**src/hw/rtl/tccw_pkg.sv**
```systemverilog
// Shared types, sizes and codes of the text console cell writer.
// No dependencies; every other RTL file but tccw_cell_ram imports this package.
`default_nettype none
package tccw_pkg;

    // Screen geometry
    localparam int ROWS     = 25;
    localparam int COLS     = 80;
    localparam int TAB_STOP = 4;

    localparam int NCELLS         = ROWS * COLS;
    localparam int LAST_ROW_START = (ROWS - 1) * COLS;
    localparam int LRS_PHASE      = LAST_ROW_START % TAB_STOP;

    localparam int CNT_MAX = (COLS > TAB_STOP) ? COLS : TAB_STOP;

    localparam int ADDR_W = $clog2(NCELLS);
    localparam int CUR_W  = $clog2(NCELLS + 1);
    localparam int COL_W  = (COLS > 1) ? $clog2(COLS) : 1;
    localparam int PH_W   = (TAB_STOP > 1) ? $clog2(TAB_STOP) : 1;
    localparam int CNT_W  = $clog2(CNT_MAX + 1);
    localparam int CELL_W = 16;

    // APB
    localparam int PADDR_W = 3;
    localparam int PDATA_W = 32;
    localparam logic [PADDR_W-1:0] REG_TEXT_ATTR = 3'd0;
    localparam logic [7:0] ATTR_RESET = 8'h07;

    // Request and character codes
    localparam logic REQ_PUT  = 1'b0;
    localparam logic REQ_READ = 1'b1;
    localparam logic [7:0] CH_BS  = 8'd8;
    localparam logic [7:0] CH_TAB = 8'd9;
    localparam logic [7:0] CH_NL  = 8'd10;

    typedef struct packed {
        logic        req_type;
        logic [7:0]  char_code;
        logic [10:0] cell_index;
    } in_item_t;

    typedef struct packed {
        logic [10:0] cursor_pos;
        logic [7:0]  read_char;
        logic [7:0]  read_attr;
    } out_item_t;

    // Cell store access from the controller
    typedef struct packed {
        logic              we;
        logic [ADDR_W-1:0] waddr;
        logic [CELL_W-1:0] wdata;
        logic [ADDR_W-1:0] raddr;
    } mem_req_t;

    typedef enum logic [2:0] {
        ST_CLEAR,
        ST_IDLE,
        ST_EXEC,
        ST_READ_WAIT,
        ST_PUT,
        ST_SCR_COPY,
        ST_SCR_BLANK,
        ST_FINISH
    } ctrl_state_t;

endpackage
`default_nettype wire

```
**src/hw/rtl/tccw_cfg.sv**
```systemverilog
// APB register block holding the text attribute byte.
// Depends on tccw_pkg.
`default_nettype none
module tccw_cfg
    import tccw_pkg::*;
(
    input  wire logic               clk,
    input  wire logic               rst_n,
    input  wire logic               psel,
    input  wire logic               penable,
    input  wire logic               pwrite,
    input  wire logic [PADDR_W-1:0] paddr,
    input  wire logic [PDATA_W-1:0] pwdata,
    output logic      [PDATA_W-1:0] prdata,
    output logic                    pready,
    output logic      [7:0]         text_attr
);

    logic [7:0] attr_reg;
    logic [7:0] attr_next;
    logic       attr_hit;

    // Registers sit at 4-byte strides; low two bits are ignored
    assign attr_hit = (paddr[PADDR_W-1:2] == REG_TEXT_ATTR[PADDR_W-1:2]);

    always_comb
    begin
        attr_next = attr_reg;
        if (psel && penable && pwrite && attr_hit)
        begin
            attr_next = pwdata[7:0];
        end
    end

    always_ff @(posedge clk or negedge rst_n)
    begin
        if (!rst_n)
        begin
            attr_reg <= ATTR_RESET;
        end
        else
        begin
            attr_reg <= attr_next;
        end
    end

    assign prdata    = attr_hit ? {{(PDATA_W-8){1'b0}}, attr_reg} : '0;
    assign pready    = 1'b1;
    assign text_attr = attr_reg;

endmodule
`default_nettype wire

```
**config.mk**
```make
export PLATFORM = sky130hd
export DESIGN_NAME = tccw_cfg
export DESIGN_NICKNAME = d
export VERILOG_FILES = /design/src/hw/rtl/tccw_pkg.sv /design/src/hw/rtl/tccw_cfg.sv
export SDC_FILE = /design/constraint.sdc
export NUM_CORES = 1
export LEC_CHECK = 0
export BUFFER_PORTS_ARGS = -buffer_cell sky130_fd_sc_hd__buf_2
export CAP_MARGIN = 20
export CORE_MARGIN = 5
export CORE_UTILIZATION = 32
export CTS_CLUSTER_DIAMETER = 40
export DETAILED_ROUTE_END_ITERATION = 12
export GPL_TIMING_DRIVEN = 0
export PLACE_DENSITY = 0.84
export SYNTH_ARGS = -nofsm -noshare
export SYNTH_HDL_FRONTEND = slang
export SYNTH_SLANG_ARGS = --single-unit
```
**constraint.sdc**
```tcl
create_clock -name clk -period 1.2 [get_ports clk]
set_input_delay 0.18 -clock clk [delete_from_list [all_inputs] [get_ports clk]]
set_output_delay 0.18 -clock clk [all_outputs]
set_load 0.005 [all_outputs]
```
# == Yosys cells after proc, flatten, opt, wreduce, memory -nomap -nowiden ==
# Cells that the tools add are included.
# classes
mux,1
reduce_logical,3
bitwise,1
# ops
operator,n
two-way mux 8 bit,1
logical AND 1 bit,3
inverter 1 bit,1
# totals
out_inout_bits,41
input_bits,40
regBits,8
word_cells,6

# == Depth between registers and ports, before layout ==
# depth
depth_word,3
depth_mapped,2
depth_no_buf,2

# == Least setup slack after synthesis ==
# OpenSTA, ideal clock, no wires.
# synth_path
path_type,flip-flop to output port
from,register attr_reg[0] (netlist: text_attr[0])
to,output prdata[0]
t_required_ns,1.020
t_arrival_ns,0.657
setup_slack_ns,0.363
stages_incl_launch_ff,2
path_buffers,0
path_cell_list,dfstp_2 > and2b_2
# synth_between
elab_chain_len,1
# synth_rtl
element,line,rtl
start: declaration,tccw_cfg.sv:19,logic [7:0] attr_reg;
start signal: assignment,tccw_cfg.sv:43,attr_reg <= attr_next;
two-way mux 8 bit,tccw_cfg.sv:47,"assign prdata = attr_hit ? {{(PDATA_W-8){1'b0}}, attr_reg} : '0;"
end: declaration,tccw_cfg.sv:14,"output logic [PDATA_W-1:0] prdata,"
# Every way passes these cells.

# == Final worst setup path ==
# Same ends and word-level chain as after synthesis.

==> reports/results.ini <==
[run_status]
run_status = complete, no violations

[timing]
hold_slack_ps = 160
tns_ps = 0
finalHoldViolations = 0
rsz0062_at_grt = yes
fmax_ghz = 0.850
slew_violations = 0
fin_crit_ps = 1180
finalClockSkew_ps = 0
fin_crit_sh_pct = 98.1
setup_viol = 0

[critical_path]
timing_worst_setup_path_type = register to output port
crit_path_start_kind = register
cp-end-kind = output port
crit_family = flip-flops
worst-path-buf-inv = 1
worstPathArrival_ps = 1000
required_ps = 1020
path_cells = and2b_2 > buf_2
max_stage_delay_ps = 530
critPathMaxFanout = 3
crit_path_top_delay_cell = dfstp_2

[routing]
drt_pre_antenna_iters = 1
wl_per_cell_um = 9.61
drt_iter0_markers = 0
ant_nets = 0
vias = 464
routed_via_density = 3.44
drt_wl_total_um = 1300
drc_errors = 0

[die]
die_x_um = 52.7
die_h_um = 52.7
pin_count = 81
die_area_sq_um = 2780
row_count = 15
initial_core_util_pct = 33.8
core_sq_um = 1730

[cells_and_area]
stdcell_count = 135
layout_commonest_cell = buf_2
drive_above_1_share_pct = 70.9
final_cell_mix = 28 x buf_2, 26 x buf_4, 25 x conb_1, 8 x and2b_2, 8 x mux2_2
largest_reg_flops = 8
nets = 151
final_core_util_pct = 51.9
fill_cells = 168
diodes = 0
area_growth_pct = 53.6

[clocking]
htreeDepth = 1
cts-root-buf = clkbuf_4
cts_buffer_depth = 2
cts_tree = done
clk_latency_ps = 240
clkSlewWorstSetupHoldPaths_ps = 50
numCtsBuffers = 3
cts.sink_count = 8

[yosys]
ys_warn_count = 0
postSynthCellCount = 52
synth-seq-cells = 8
synthTopCellsByArea = buf_4 32%, dfrtp_1 21%, mux2_2 15%
post_synth_instance_area_sq_um = 583
synth.avg_cell_area_sq_um = 11.2
ys_seq_area_share_pct = 35.0
synth_top_area_share_pct = 32.2
yosys.area.top_type = buf_4
synth_cell_types = 7

[power]
finalPower_uw = 931
power.density_nw_per_um2 = 1040
ir_worst_vdd_uv = 579
leakage_nw = 0.549

[grt]
grt_util_all_layers_pct = 9.51
antenna_found_initial = 0
grt.overflow.total = 0
grt_pass1_wl_um = 1870
grt_max_degree = 10
grt_pass1_vias = 437

[place]
port_buffers = 29
placedCellCount = 129
gp_congestion = 0.588

[min_path]
min_path_type = input pin to register

[run]
maxCapViolations = 0

## cell usage after synthesis
master	instances
and2b_2	8
buf_4	25
conb_1	2
dfrtp_1	5
dfstp_2	3
mux2_2	8
nand4b_4	1
## routing by layer
metal  part of all wire, %  GRT usage [%]  up-vias  routed length (um)
met3                    19           7.98        0                 252
met2                    48           17.6       40                 629
met4                     0           1.28        0                   0
met1                    32           7.75      193                 415
li1                      -              -      231                   -
met5                     0              0        -                   0
## repair_timing
action	CTS	global route
setup buffers	0	1
setup endpoints to repair	0	3
endpoints found under the hold margin	8	0
gates resized for setup	0	1
hold buffers	1	0
## report_power, final
group | total [mW] | switching [mW] | internal [mW]
Sequential | 0.383 | 0.0370 | 0.346
Combinational | 0.340 | 0.124 | 0.216
Clock | 0.208 | 0.0812 | 0.126
Total | 0.931 | 0.242 | 0.689
## cells by family (layout without fill, tap and decap cells)
| kind of cell | Yosys count | count (layout) | share of synthesized area (%) |
|---|---|---|---|
| buffers and inverters | 25 | 60 | 32.2 |
| flip-flops | 8 | 8 | 35.0 |
| multiplexers | 8 | 8 | 15.5 |
| other | 2 | 25 | 1.29 |
| AND/OR/NAND/NOR | 9 | 9 | 16.1 |
## per-stage QoR
stage | area, sq um | worst slack, ps
floorplan | 669 | 363
global placement | 846 | 162
detailed placement | 846 | 132
CTS | 882 | 0.398
global route | 896 | -16.8
finish | 896 | 23.0
## final timing paths
check                      depth (start not counted)    startpoint  slack (ps)      endpoint
min reg2reg                                        1  text_attr[3]         520  text_attr[3]
min                                                2     pwdata[5]         160  text_attr[5]
max                                                2  text_attr[0]          20     prdata[0]
min in group asynchronous                          2         rst_n         300  text_attr[3]
max in group asynchronous                          2         rst_n         660  text_attr[1]
max reg2reg                                        2  text_attr[2]         380  text_attr[2]
## area by class of cell
cell class	count	area [sq um]	area share (%)
multi-input combinational	42	278	31.0
sequential	8	204	22.8
buffer	25	188	20.9
timing repair buffer	31	169	18.9
tap	25	31.3	3.49
clock buffer	4	26.3	2.93
No activity file was read; power rests on OpenSTA's default activity.
