==> config.mk <==
export PLATFORM = sky130hd
export DESIGN_NAME = tccw_ctrl
export DESIGN_NICKNAME = d
export VERILOG_FILES = /design/src/hw/rtl/tccw_pkg.sv /design/src/hw/rtl/tccw_ctrl.sv
export SDC_FILE = /design/constraint.sdc
export NUM_CORES = 1
export LEC_CHECK = 0
export ABC_AREA = 1
export BUFFER_PORTS_ARGS = -buffer_cell sky130_fd_sc_hd__buf_2
export CORE_UTILIZATION = 45
export DETAILED_ROUTE_END_ITERATION = 7
export PLACE_DENSITY = 0.71
export SETUP_SLACK_MARGIN = 0.02
export SLEW_MARGIN = 25
export SYNTH_ARGS = -nofsm -noshare
export SYNTH_HDL_FRONTEND = slang
export SYNTH_SLANG_ARGS = --single-unit
==> constraint.sdc <==
create_clock -name clk -period 3.4 [get_ports clk]
set_input_delay 0.51 -clock clk [delete_from_list [all_inputs] [get_ports clk]]
set_output_delay 0.51 -clock clk [all_outputs]
set_load 0.005 [all_outputs]
==> src/hw/rtl/tccw_pkg.sv <==
// Shared types, sizes and codes of the text console cell writer.
// No dependencies; every other RTL file but tccw_cell_ram imports this package.
`default_nettype none
package tccw_pkg;

    // Screen geometry
    localparam int ROWS     = 25;
    localparam int COLS     = 80;
    localparam int TAB_STOP = 4;

    localparam int NCELLS         = ROWS * COLS;
    localparam int LAST_ROW_START = (ROWS - 1) * COLS;
    localparam int LRS_PHASE      = LAST_ROW_START % TAB_STOP;

    localparam int CNT_MAX = (COLS > TAB_STOP) ? COLS : TAB_STOP;

    localparam int ADDR_W = $clog2(NCELLS);
    localparam int CUR_W  = $clog2(NCELLS + 1);
    localparam int COL_W  = (COLS > 1) ? $clog2(COLS) : 1;
    localparam int PH_W   = (TAB_STOP > 1) ? $clog2(TAB_STOP) : 1;
    localparam int CNT_W  = $clog2(CNT_MAX + 1);
    localparam int CELL_W = 16;

    // APB
    localparam int PADDR_W = 3;
    localparam int PDATA_W = 32;
    localparam logic [PADDR_W-1:0] REG_TEXT_ATTR = 3'd0;
    localparam logic [7:0] ATTR_RESET = 8'h07;

    // Request and character codes
    localparam logic REQ_PUT  = 1'b0;
    localparam logic REQ_READ = 1'b1;
    localparam logic [7:0] CH_BS  = 8'd8;
    localparam logic [7:0] CH_TAB = 8'd9;
    localparam logic [7:0] CH_NL  = 8'd10;

    typedef struct packed {
        logic        req_type;
        logic [7:0]  char_code;
        logic [10:0] cell_index;
    } in_item_t;

    typedef struct packed {
        logic [10:0] cursor_pos;
        logic [7:0]  read_char;
        logic [7:0]  read_attr;
    } out_item_t;

    // Cell store access from the controller
    typedef struct packed {
        logic              we;
        logic [ADDR_W-1:0] waddr;
        logic [CELL_W-1:0] wdata;
        logic [ADDR_W-1:0] raddr;
    } mem_req_t;

    typedef enum logic [2:0] {
        ST_CLEAR,
        ST_IDLE,
        ST_EXEC,
        ST_READ_WAIT,
        ST_PUT,
        ST_SCR_COPY,
        ST_SCR_BLANK,
        ST_FINISH
    } ctrl_state_t;

endpackage
`default_nettype wire

==> src/hw/rtl/tccw_ctrl.sv <==
// Request sequencer: cursor tracking, put/backspace/tab/newline, scroll and
// the clearing pass over the cell store. Depends on tccw_pkg.
`default_nettype none
module tccw_ctrl
    import tccw_pkg::*;
(
    input  wire logic              clk,
    input  wire logic              rst_n,
    input  wire logic              in_valid,
    output logic                   in_ready,
    input  wire in_item_t          in_data,
    output logic                   out_valid,
    input  wire logic              out_ready,
    output out_item_t              out_data,
    input  wire logic [7:0]        text_attr,
    output mem_req_t               mem_req,
    input  wire logic [CELL_W-1:0] mem_rdata
);

    ctrl_state_t state_reg, state_next;

    logic [CUR_W-1:0]  cursor_reg, cursor_next;
    logic [COL_W-1:0]  col_reg, col_next;
    logic [PH_W-1:0]   phase_reg, phase_next;
    logic [CNT_W-1:0]  cnt_reg, cnt_next;
    logic [7:0]        ch_reg, ch_next;
    logic [CUR_W-1:0]  scr_reg, scr_next;
    logic              pend_reg, pend_next;
    logic [ADDR_W-1:0] pend_addr_reg, pend_addr_next;
    in_item_t          req_reg, req_next;
    logic              in_range_reg, in_range_next;
    logic [7:0]        res_char_reg, res_char_next;
    logic [7:0]        res_attr_reg, res_attr_next;
    logic              out_valid_reg, out_valid_next;
    out_item_t         out_data_reg, out_data_next;

    logic accept;
    logic cur_full;
    logic scr_done;
    logic scr_last;
    logic is_bs, is_tab, is_nl;
    logic out_free;

    assign accept   = in_valid && in_ready;
    assign cur_full = (cursor_reg == CUR_W'(NCELLS));
    assign scr_done = (scr_reg == CUR_W'(NCELLS));
    assign scr_last = (scr_reg == CUR_W'(NCELLS - 1));
    assign is_bs    = (req_reg.char_code == CH_BS);
    assign is_tab   = (req_reg.char_code == CH_TAB);
    assign is_nl    = (req_reg.char_code == CH_NL);
    assign out_free = !out_valid_reg || out_ready;

    // Next state
    always_comb
    begin
        state_next = state_reg;
        unique case (state_reg)
            ST_CLEAR:
            begin
                if (scr_last)
                begin
                    state_next = ST_IDLE;
                end
            end
            ST_IDLE:
            begin
                if (accept)
                begin
                    state_next = ST_EXEC;
                end
            end
            ST_EXEC:
            begin
                if (req_reg.req_type == REQ_READ)
                begin
                    state_next = ST_READ_WAIT;
                end
                else if (is_bs)
                begin
                    state_next = ST_FINISH;
                end
                else if (is_nl && (cursor_reg >= CUR_W'(LAST_ROW_START)))
                begin
                    state_next = ST_SCR_COPY;
                end
                else
                begin
                    state_next = ST_PUT;
                end
            end
            ST_READ_WAIT:
            begin
                state_next = ST_FINISH;
            end
            ST_PUT:
            begin
                if (cur_full)
                begin
                    state_next = ST_SCR_COPY;
                end
                else if (cnt_reg == CNT_W'(1))
                begin
                    state_next = ST_FINISH;
                end
            end
            ST_SCR_COPY:
            begin
                if (scr_done)
                begin
                    state_next = ST_SCR_BLANK;
                end
            end
            ST_SCR_BLANK:
            begin
                if (scr_last)
                begin
                    state_next = (cnt_reg != '0) ? ST_PUT : ST_FINISH;
                end
            end
            ST_FINISH:
            begin
                if (out_free)
                begin
                    state_next = ST_IDLE;
                end
            end
            default:
            begin
                state_next = ST_IDLE;
            end
        endcase
    end

    // Datapath and memory access
    always_comb
    begin
        cursor_next    = cursor_reg;
        col_next       = col_reg;
        phase_next     = phase_reg;
        cnt_next       = cnt_reg;
        ch_next        = ch_reg;
        scr_next       = scr_reg;
        pend_next      = pend_reg;
        pend_addr_next = pend_addr_reg;
        req_next       = req_reg;
        in_range_next  = in_range_reg;
        res_char_next  = res_char_reg;
        res_attr_next  = res_attr_reg;
        out_valid_next = out_valid_reg && !out_ready;
        out_data_next  = out_data_reg;
        mem_req.we     = 1'b0;
        mem_req.waddr  = ADDR_W'(cursor_reg);
        mem_req.wdata  = {text_attr, 8'd0};
        mem_req.raddr  = ADDR_W'(scr_reg);

        unique case (state_reg)
            ST_CLEAR:
            begin
                mem_req.we    = 1'b1;
                mem_req.waddr = ADDR_W'(scr_reg);
                mem_req.wdata = '0;
                scr_next      = scr_last ? '0 : scr_reg + CUR_W'(1);
            end
            ST_IDLE:
            begin
                if (accept)
                begin
                    req_next = in_data;
                end
            end
            ST_EXEC:
            begin
                res_char_next = '0;
                res_attr_next = '0;
                in_range_next = (32'(req_reg.cell_index) < 32'(NCELLS));
                mem_req.raddr = ADDR_W'(req_reg.cell_index);
                scr_next      = CUR_W'(COLS);
                pend_next     = 1'b0;
                ch_next       = 8'd0;
                if (req_reg.req_type == REQ_READ)
                begin
                    // read issued this cycle, data next cycle
                end
                else if (is_bs)
                begin
                    if (cursor_reg != '0)
                    begin
                        cursor_next   = cursor_reg - CUR_W'(1);
                        col_next      = (col_reg == '0) ? COL_W'(COLS - 1)
                                                        : col_reg - COL_W'(1);
                        phase_next    = (phase_reg == '0) ? PH_W'(TAB_STOP - 1)
                                                          : phase_reg - PH_W'(1);
                        mem_req.we    = 1'b1;
                        mem_req.waddr = ADDR_W'(cursor_reg - CUR_W'(1));
                    end
                end
                else if (is_tab)
                begin
                    cnt_next = CNT_W'(TAB_STOP) - CNT_W'(phase_reg);
                end
                else if (is_nl)
                begin
                    // on the last row this is a bare scroll
                    cnt_next = (cursor_reg >= CUR_W'(LAST_ROW_START))
                             ? '0 : CNT_W'(COLS) - CNT_W'(col_reg);
                end
                else
                begin
                    cnt_next = CNT_W'(1);
                    ch_next  = req_reg.char_code;
                end
            end
            ST_READ_WAIT:
            begin
                res_char_next = in_range_reg ? mem_rdata[7:0] : 8'd0;
                res_attr_next = in_range_reg ? mem_rdata[15:8] : 8'd0;
            end
            ST_PUT:
            begin
                if (cur_full)
                begin
                    scr_next  = CUR_W'(COLS);
                    pend_next = 1'b0;
                end
                else
                begin
                    mem_req.we    = 1'b1;
                    mem_req.waddr = ADDR_W'(cursor_reg);
                    mem_req.wdata = {text_attr, ch_reg};
                    cursor_next   = cursor_reg + CUR_W'(1);
                    col_next      = (col_reg == COL_W'(COLS - 1)) ? '0
                                                                  : col_reg + COL_W'(1);
                    phase_next    = (phase_reg == PH_W'(TAB_STOP - 1)) ? '0
                                                                       : phase_reg + PH_W'(1);
                    cnt_next      = cnt_reg - CNT_W'(1);
                end
            end
            ST_SCR_COPY:
            begin
                // Row shift: read cell i, write it one row up when its registered read data returns
                mem_req.we    = pend_reg;
                mem_req.waddr = pend_addr_reg;
                mem_req.wdata = mem_rdata;
                mem_req.raddr = ADDR_W'(scr_reg);
                if (!scr_done)
                begin
                    pend_next      = 1'b1;
                    pend_addr_next = ADDR_W'(scr_reg - CUR_W'(COLS));
                    scr_next       = scr_reg + CUR_W'(1);
                end
                else
                begin
                    pend_next = 1'b0;
                    scr_next  = CUR_W'(LAST_ROW_START);
                end
            end
            ST_SCR_BLANK:
            begin
                mem_req.we    = 1'b1;
                mem_req.waddr = ADDR_W'(scr_reg);
                mem_req.wdata = {text_attr, 8'd0};
                scr_next      = scr_reg + CUR_W'(1);
                if (scr_last)
                begin
                    cursor_next = CUR_W'(LAST_ROW_START);
                    col_next    = '0;
                    phase_next  = PH_W'(LRS_PHASE);
                end
            end
            ST_FINISH:
            begin
                if (out_free)
                begin
                    out_valid_next           = 1'b1;
                    out_data_next.cursor_pos = 11'(cursor_reg);
                    out_data_next.read_char  = res_char_reg;
                    out_data_next.read_attr  = res_attr_reg;
                end
            end
            default:
            begin
            end
        endcase
    end

    always_ff @(posedge clk or negedge rst_n)
    begin
        if (!rst_n)
        begin
            state_reg     <= ST_CLEAR;
            cursor_reg    <= '0;
            col_reg       <= '0;
            phase_reg     <= '0;
            cnt_reg       <= '0;
            scr_reg       <= '0;
            pend_reg      <= 1'b0;
            out_valid_reg <= 1'b0;
        end
        else
        begin
            state_reg     <= state_next;
            cursor_reg    <= cursor_next;
            col_reg       <= col_next;
            phase_reg     <= phase_next;
            cnt_reg       <= cnt_next;
            scr_reg       <= scr_next;
            pend_reg      <= pend_next;
            out_valid_reg <= out_valid_next;
        end
    end

    always_ff @(posedge clk)
    begin
        ch_reg        <= ch_next;
        pend_addr_reg <= pend_addr_next;
        req_reg       <= req_next;
        in_range_reg  <= in_range_next;
        res_char_reg  <= res_char_next;
        res_attr_reg  <= res_attr_next;
        out_data_reg  <= out_data_next;
    end

    assign in_ready  = (state_reg == ST_IDLE);
    assign out_valid = out_valid_reg;
    assign out_data  = out_data_reg;

endmodule
`default_nettype wire

; ---- Word level (Yosys, flattened, before mapping)
; Cells that the tools add are included.
[classes]
add_sub_neg = 11
order_cmp = 2
n_eq_ne = 28
mux = 61
bitwise_logic = 1
n_reduce_logical = 26
[ops]
columns = operator, n
row1 = two-way mux 11 bit, 9
row2 = two-way mux 7 bit, 13
row3 = case mux 11 bit (5 select lines), 1
row4 = case mux 12 bit (4 select lines), 1
row5 = case mux 16 bit (3 select lines), 1
row6 = two-way mux 12 bit, 3
row7 = "== test 11 bit, second input constant", 3
row8 = case mux 11 bit (3 select lines), 1
row9 = case mux 8 bit (2 select lines), 2
row10 = two-way mux 28 bit, 1
row11 = "== test 8 x 4 -> 1 bit, second input constant", 3
row12 = two-way mux 3 bit, 8
row13 = case mux 3 bit (8 select lines), 1
row14 = "adder 11 x 1 -> 11 bit, second input constant", 2
row15 = case mux 7 bit (3 select lines), 1
row16 = "inequality test 2 bit, second input constant", 10
row17 = two-way mux 2 bit, 9
row18 = two-way mux 8 bit, 2
row19 = case mux 7 bit (2 select lines), 1
row20 = "subtractor 7 x 1 -> 7 bit, second input constant", 2
row21 = "== test 3 bit, second input constant", 4
row22 = AND reduction 6 bit, 2
row23 = ">= comparator 11 bit, second input constant", 1
row24 = "less-than comparator 11 bit, second input constant", 1
row25 = 33 further kinds, 47
[totals]
register_bits = 126
inputBits = 48

; ---- Longest topological paths before layout
[depth]
word_depth = 7
mapped_depth = 12
mapped_depth_nobuf = 12

; ---- Least setup slack after synthesis
; No wires, ideal clock.
[synth_path]
path_kind = flip-flop to flip-flop
start = reg state_reg[1]
end = reg req_reg[0] in the netlist's numbering, enable pin
setup_time_ns = 0.422
t_arrival_ns = 2.106
required_time_ns = 2.978
setup_slack_ns = 0.871
path_stages_with_launch = 5
n_path_buf = 1
period_less_slack_ns = 2.529
path_cell_list = dfrtp_1 buf_4 inv_2 nand2_1 nor3_1
[synth_via]
elab_chain_len = 3
[synth_lines]
columns = element, line
row1 = from (decl), tccw_ctrl.sv:20  ; ctrl_state_t state_reg, state_next;
row2 = from (signal assigned), tccw_ctrl.sv:301  ; state_reg <= state_next;
row3 = == test 3 x 1 -> 1 bit *, "tccw_ctrl.sv:156, tccw_ctrl.sv:323"
row4 = logical AND 1 bit, tccw_ctrl.sv:44  ; assign accept = in_valid && in_ready;
row5 = AND reduction 2 bit (no line) *, -
row6 = to (signal assigned), tccw_ctrl.sv:316  ; req_reg <= req_next;
row7 = to (decl), tccw_ctrl.sv:30  ; in_item_t req_reg, req_next;
; Mark *: on every way between the ends. The rest lies on a longest branch, timed or not.
; A chain may end at the register's enable or synchronous reset.

==> results.md <==
* First-pass GRT wire length at 29100 microns
* Initial Util at 46.6%
* Die Ht at 128 microns
* Slew @ Worst Pin at 831 ps
* PortBufs at 115
* Clock sinks at 126
* Sum Neg Setup Slack at 0 ps
* CTS Buf Count at 17
* Gr ovfl total at 0
* Post-CTS setup buffers at 0
* Synth Warn # at 0
* Syn_nets at 951
* Nets at 1060
* Post-synth ARST share at 34.1%
* Row count at 45
* Slew margin rel. at 44.4%
* Maximum VDD drop at 0.000346 V
* Crit-path max FO at 10
* Largest net degree at the start of global routing at 44
* RSZ-0062 raised after global routing: false
* Clk_lat worst skew at 430 ps
* Hold/Removal Path Class: input port to asynchronous set/reset pin
* Final hold viol count at 0
* Initial antenna violation count at 0
* Synth Cell Area at 7170 sq um
* Die X at 128 microns
* Mean Syn Cell Area at 8.06 sq um
* Fmax at 319 MHz
* Crit. End Element: primary output
* DP HPWL at 13500 microns
* Post-route ant nets at 0
* Period Utilization, post-route at 92.1%
* Routed wire length at 18200 microns
* Total track usage at 23.4%
* Critical Path Source Type: register
* Number of cells on the worst reg-to-reg path at 7
* Final setup violation count at 0
* 1st-iter DRT viols at 579
* Post-Route Skew at 7.89 ps
* Pwr dens at 401 nW/um^2
* Vias in the first global route at 5740
* Ports at 116
* N_diodes at 0
* CTS clk-pin slew, worst paths at 60 ps
* Outcome: finished, final reports clean
* Area leader, netlist: edfxtp_1
* Number of flops mapped to enable cells by yosys at 83
* Root Driver: clkbuf_16
* Max Root-Sink Buffers at 2
* Sequential area share after synthesis at 49.8%
* Clock tree from TritonCTS: yes
* Maxcap violations at 0
* Die area at 16400 sq um
* Final Critical Period at 3130 ps
* Post-synth top flop: edfxtp_1
* DRC viols at 0
* Most common cell in the netlist: nand2_1
* Synth top area share at 34.8%
* Final Max Tran Viols at 0
* # hold bufs at CTS at 0
* Routed len/inst at 14.9 microns
* P_leak at 4.07 nW
* Via-per-instance ratio at 5.11
* DR vias at 6242
* Post-Syn Instances at 889
* # H-tree levels at 4
* WS Path Type: register to primary output
* DRT Pass-1 Iters at 6
* Yosys cell types at 41
* Worst path arrival time at 2620 ps
* Core area at 15400 sq um
* Max FFs per register at 27
* Top post-synthesis cells by area: edfxtp_1, dfrtp_1, nand2_1
* Share of layout cells above drive strength 1 at 19.9%
* Post-CTS Resized at 0
* Commonest cells in the netlist: nand2_1, inv_1, nor2_1
* Req. time, crit path at 2890 ps
* WHS at 91.3 ps
* Area grow syn2layout at 17.8%
* GPL Wtd Cong at 0.919
* #FFs+latches synth at 126
[cell families after synthesis]
| group | share of synthesized area, % |
|---|---|
| DFF | 49.8 |
| buffers and inverters | 8.62 |
| and+or+nand+nor | 27.7 |
| AOI/OAI and AO/OA | 9.64 |
| xor gates and xnor gates | 1.83 |
| adders and majority gates | 2.44 |
[cells in the final DEF, fill, tap and decap left out, types with 17 or more instances in the layout]
| cell | Yosys | layout |
|---|---|---|
| nand2_1 | 259 | 259 |
| buf_2 | 13 | 114 |
| inv_2 | 18 | 18 |
| o21ai_0 | 61 | 61 |
| dfrtp_1 | 43 | 43 |
| clkbuf_16 | 0 | 17 |
| inv_1 | 104 | 104 |
| edfxtp_1 | 83 | 83 |
| nand3_1 | 72 | 72 |
| nor2_1 | 90 | 89 |
[layout make-up]
type                       instances  area [sq um]
inverter                         122           458
clock inverter                    12           111
clock buffer                      20           447
tap                              211           264
timing repair buffer             119           608
fill                            1391          6930
sequential                       126          3570
multi-input combinational        612          2990
[path summary, 6_finish.rpt]
check | start | endpoint | slack [ps]
worst max-delay path | cursor_reg[0] | mem_req[32] | 270
worst min-delay path | rst_n | cursor_reg[0] | 90
worst max register to register | state_reg[2] | scr_reg[0] | 850
worst min register to register | res_char_reg[1] | out_data[9] | 420
max in group asynchronous | rst_n | scr_reg[1] | 2900
min in group clk | in_data[1] | req_reg[1] | 250
[critical path, stage by stage (launching register included)]
cell and delay (ps):
dfrtp_1 570, inv_1 190, ha_1 280, nand2_1 170, nor2_2 90, nand3_1 110
nand2_2 120, nor2_2 320, a21oi_1 160, nand2_1 80, buf_2 110
[metal layers]
| layer | global-route usage (%) | part of all wire (%) |
|---|---|---|
| met5 | 0 | 0 |
| met3 | 4.59 | 5.9 |
| met1 | 30.6 | 44 |
| met2 | 37.5 | 47 |
| met4 | 10.9 | 2.6 |
[per-stage QoR]
stage | cell area (sq um) | cells | setup WS, ps | util (%) | power [W]
global placement | 7880 | 1190 | 780 | 51.3 | 0.00170
floorplan | 7170 | 889 | 871 | - | 0.00166
CTS | 8440 | 1222 | 306 | 54.9 | 0.00341
global route | 8440 | 1222 | 60.1 | 54.9 | 0.00347
finish | 8440 | 1222 | 269 | 54.9 | 0.00338
detailed placement | 7890 | 1190 | 776 | 51.3 | 0.00170
[report_power, final]
group                     switching (W)  leakage, nW  internal (W)  total (W)
clock                          0.000684        0.269       0.00103    0.00171
combinational                 0.0000256         2.45     0.0000215  0.0000471
sequential     0.0000000000000000000284         1.35       0.00162    0.00162
No activity file was read; power rests on OpenSTA's default activity.
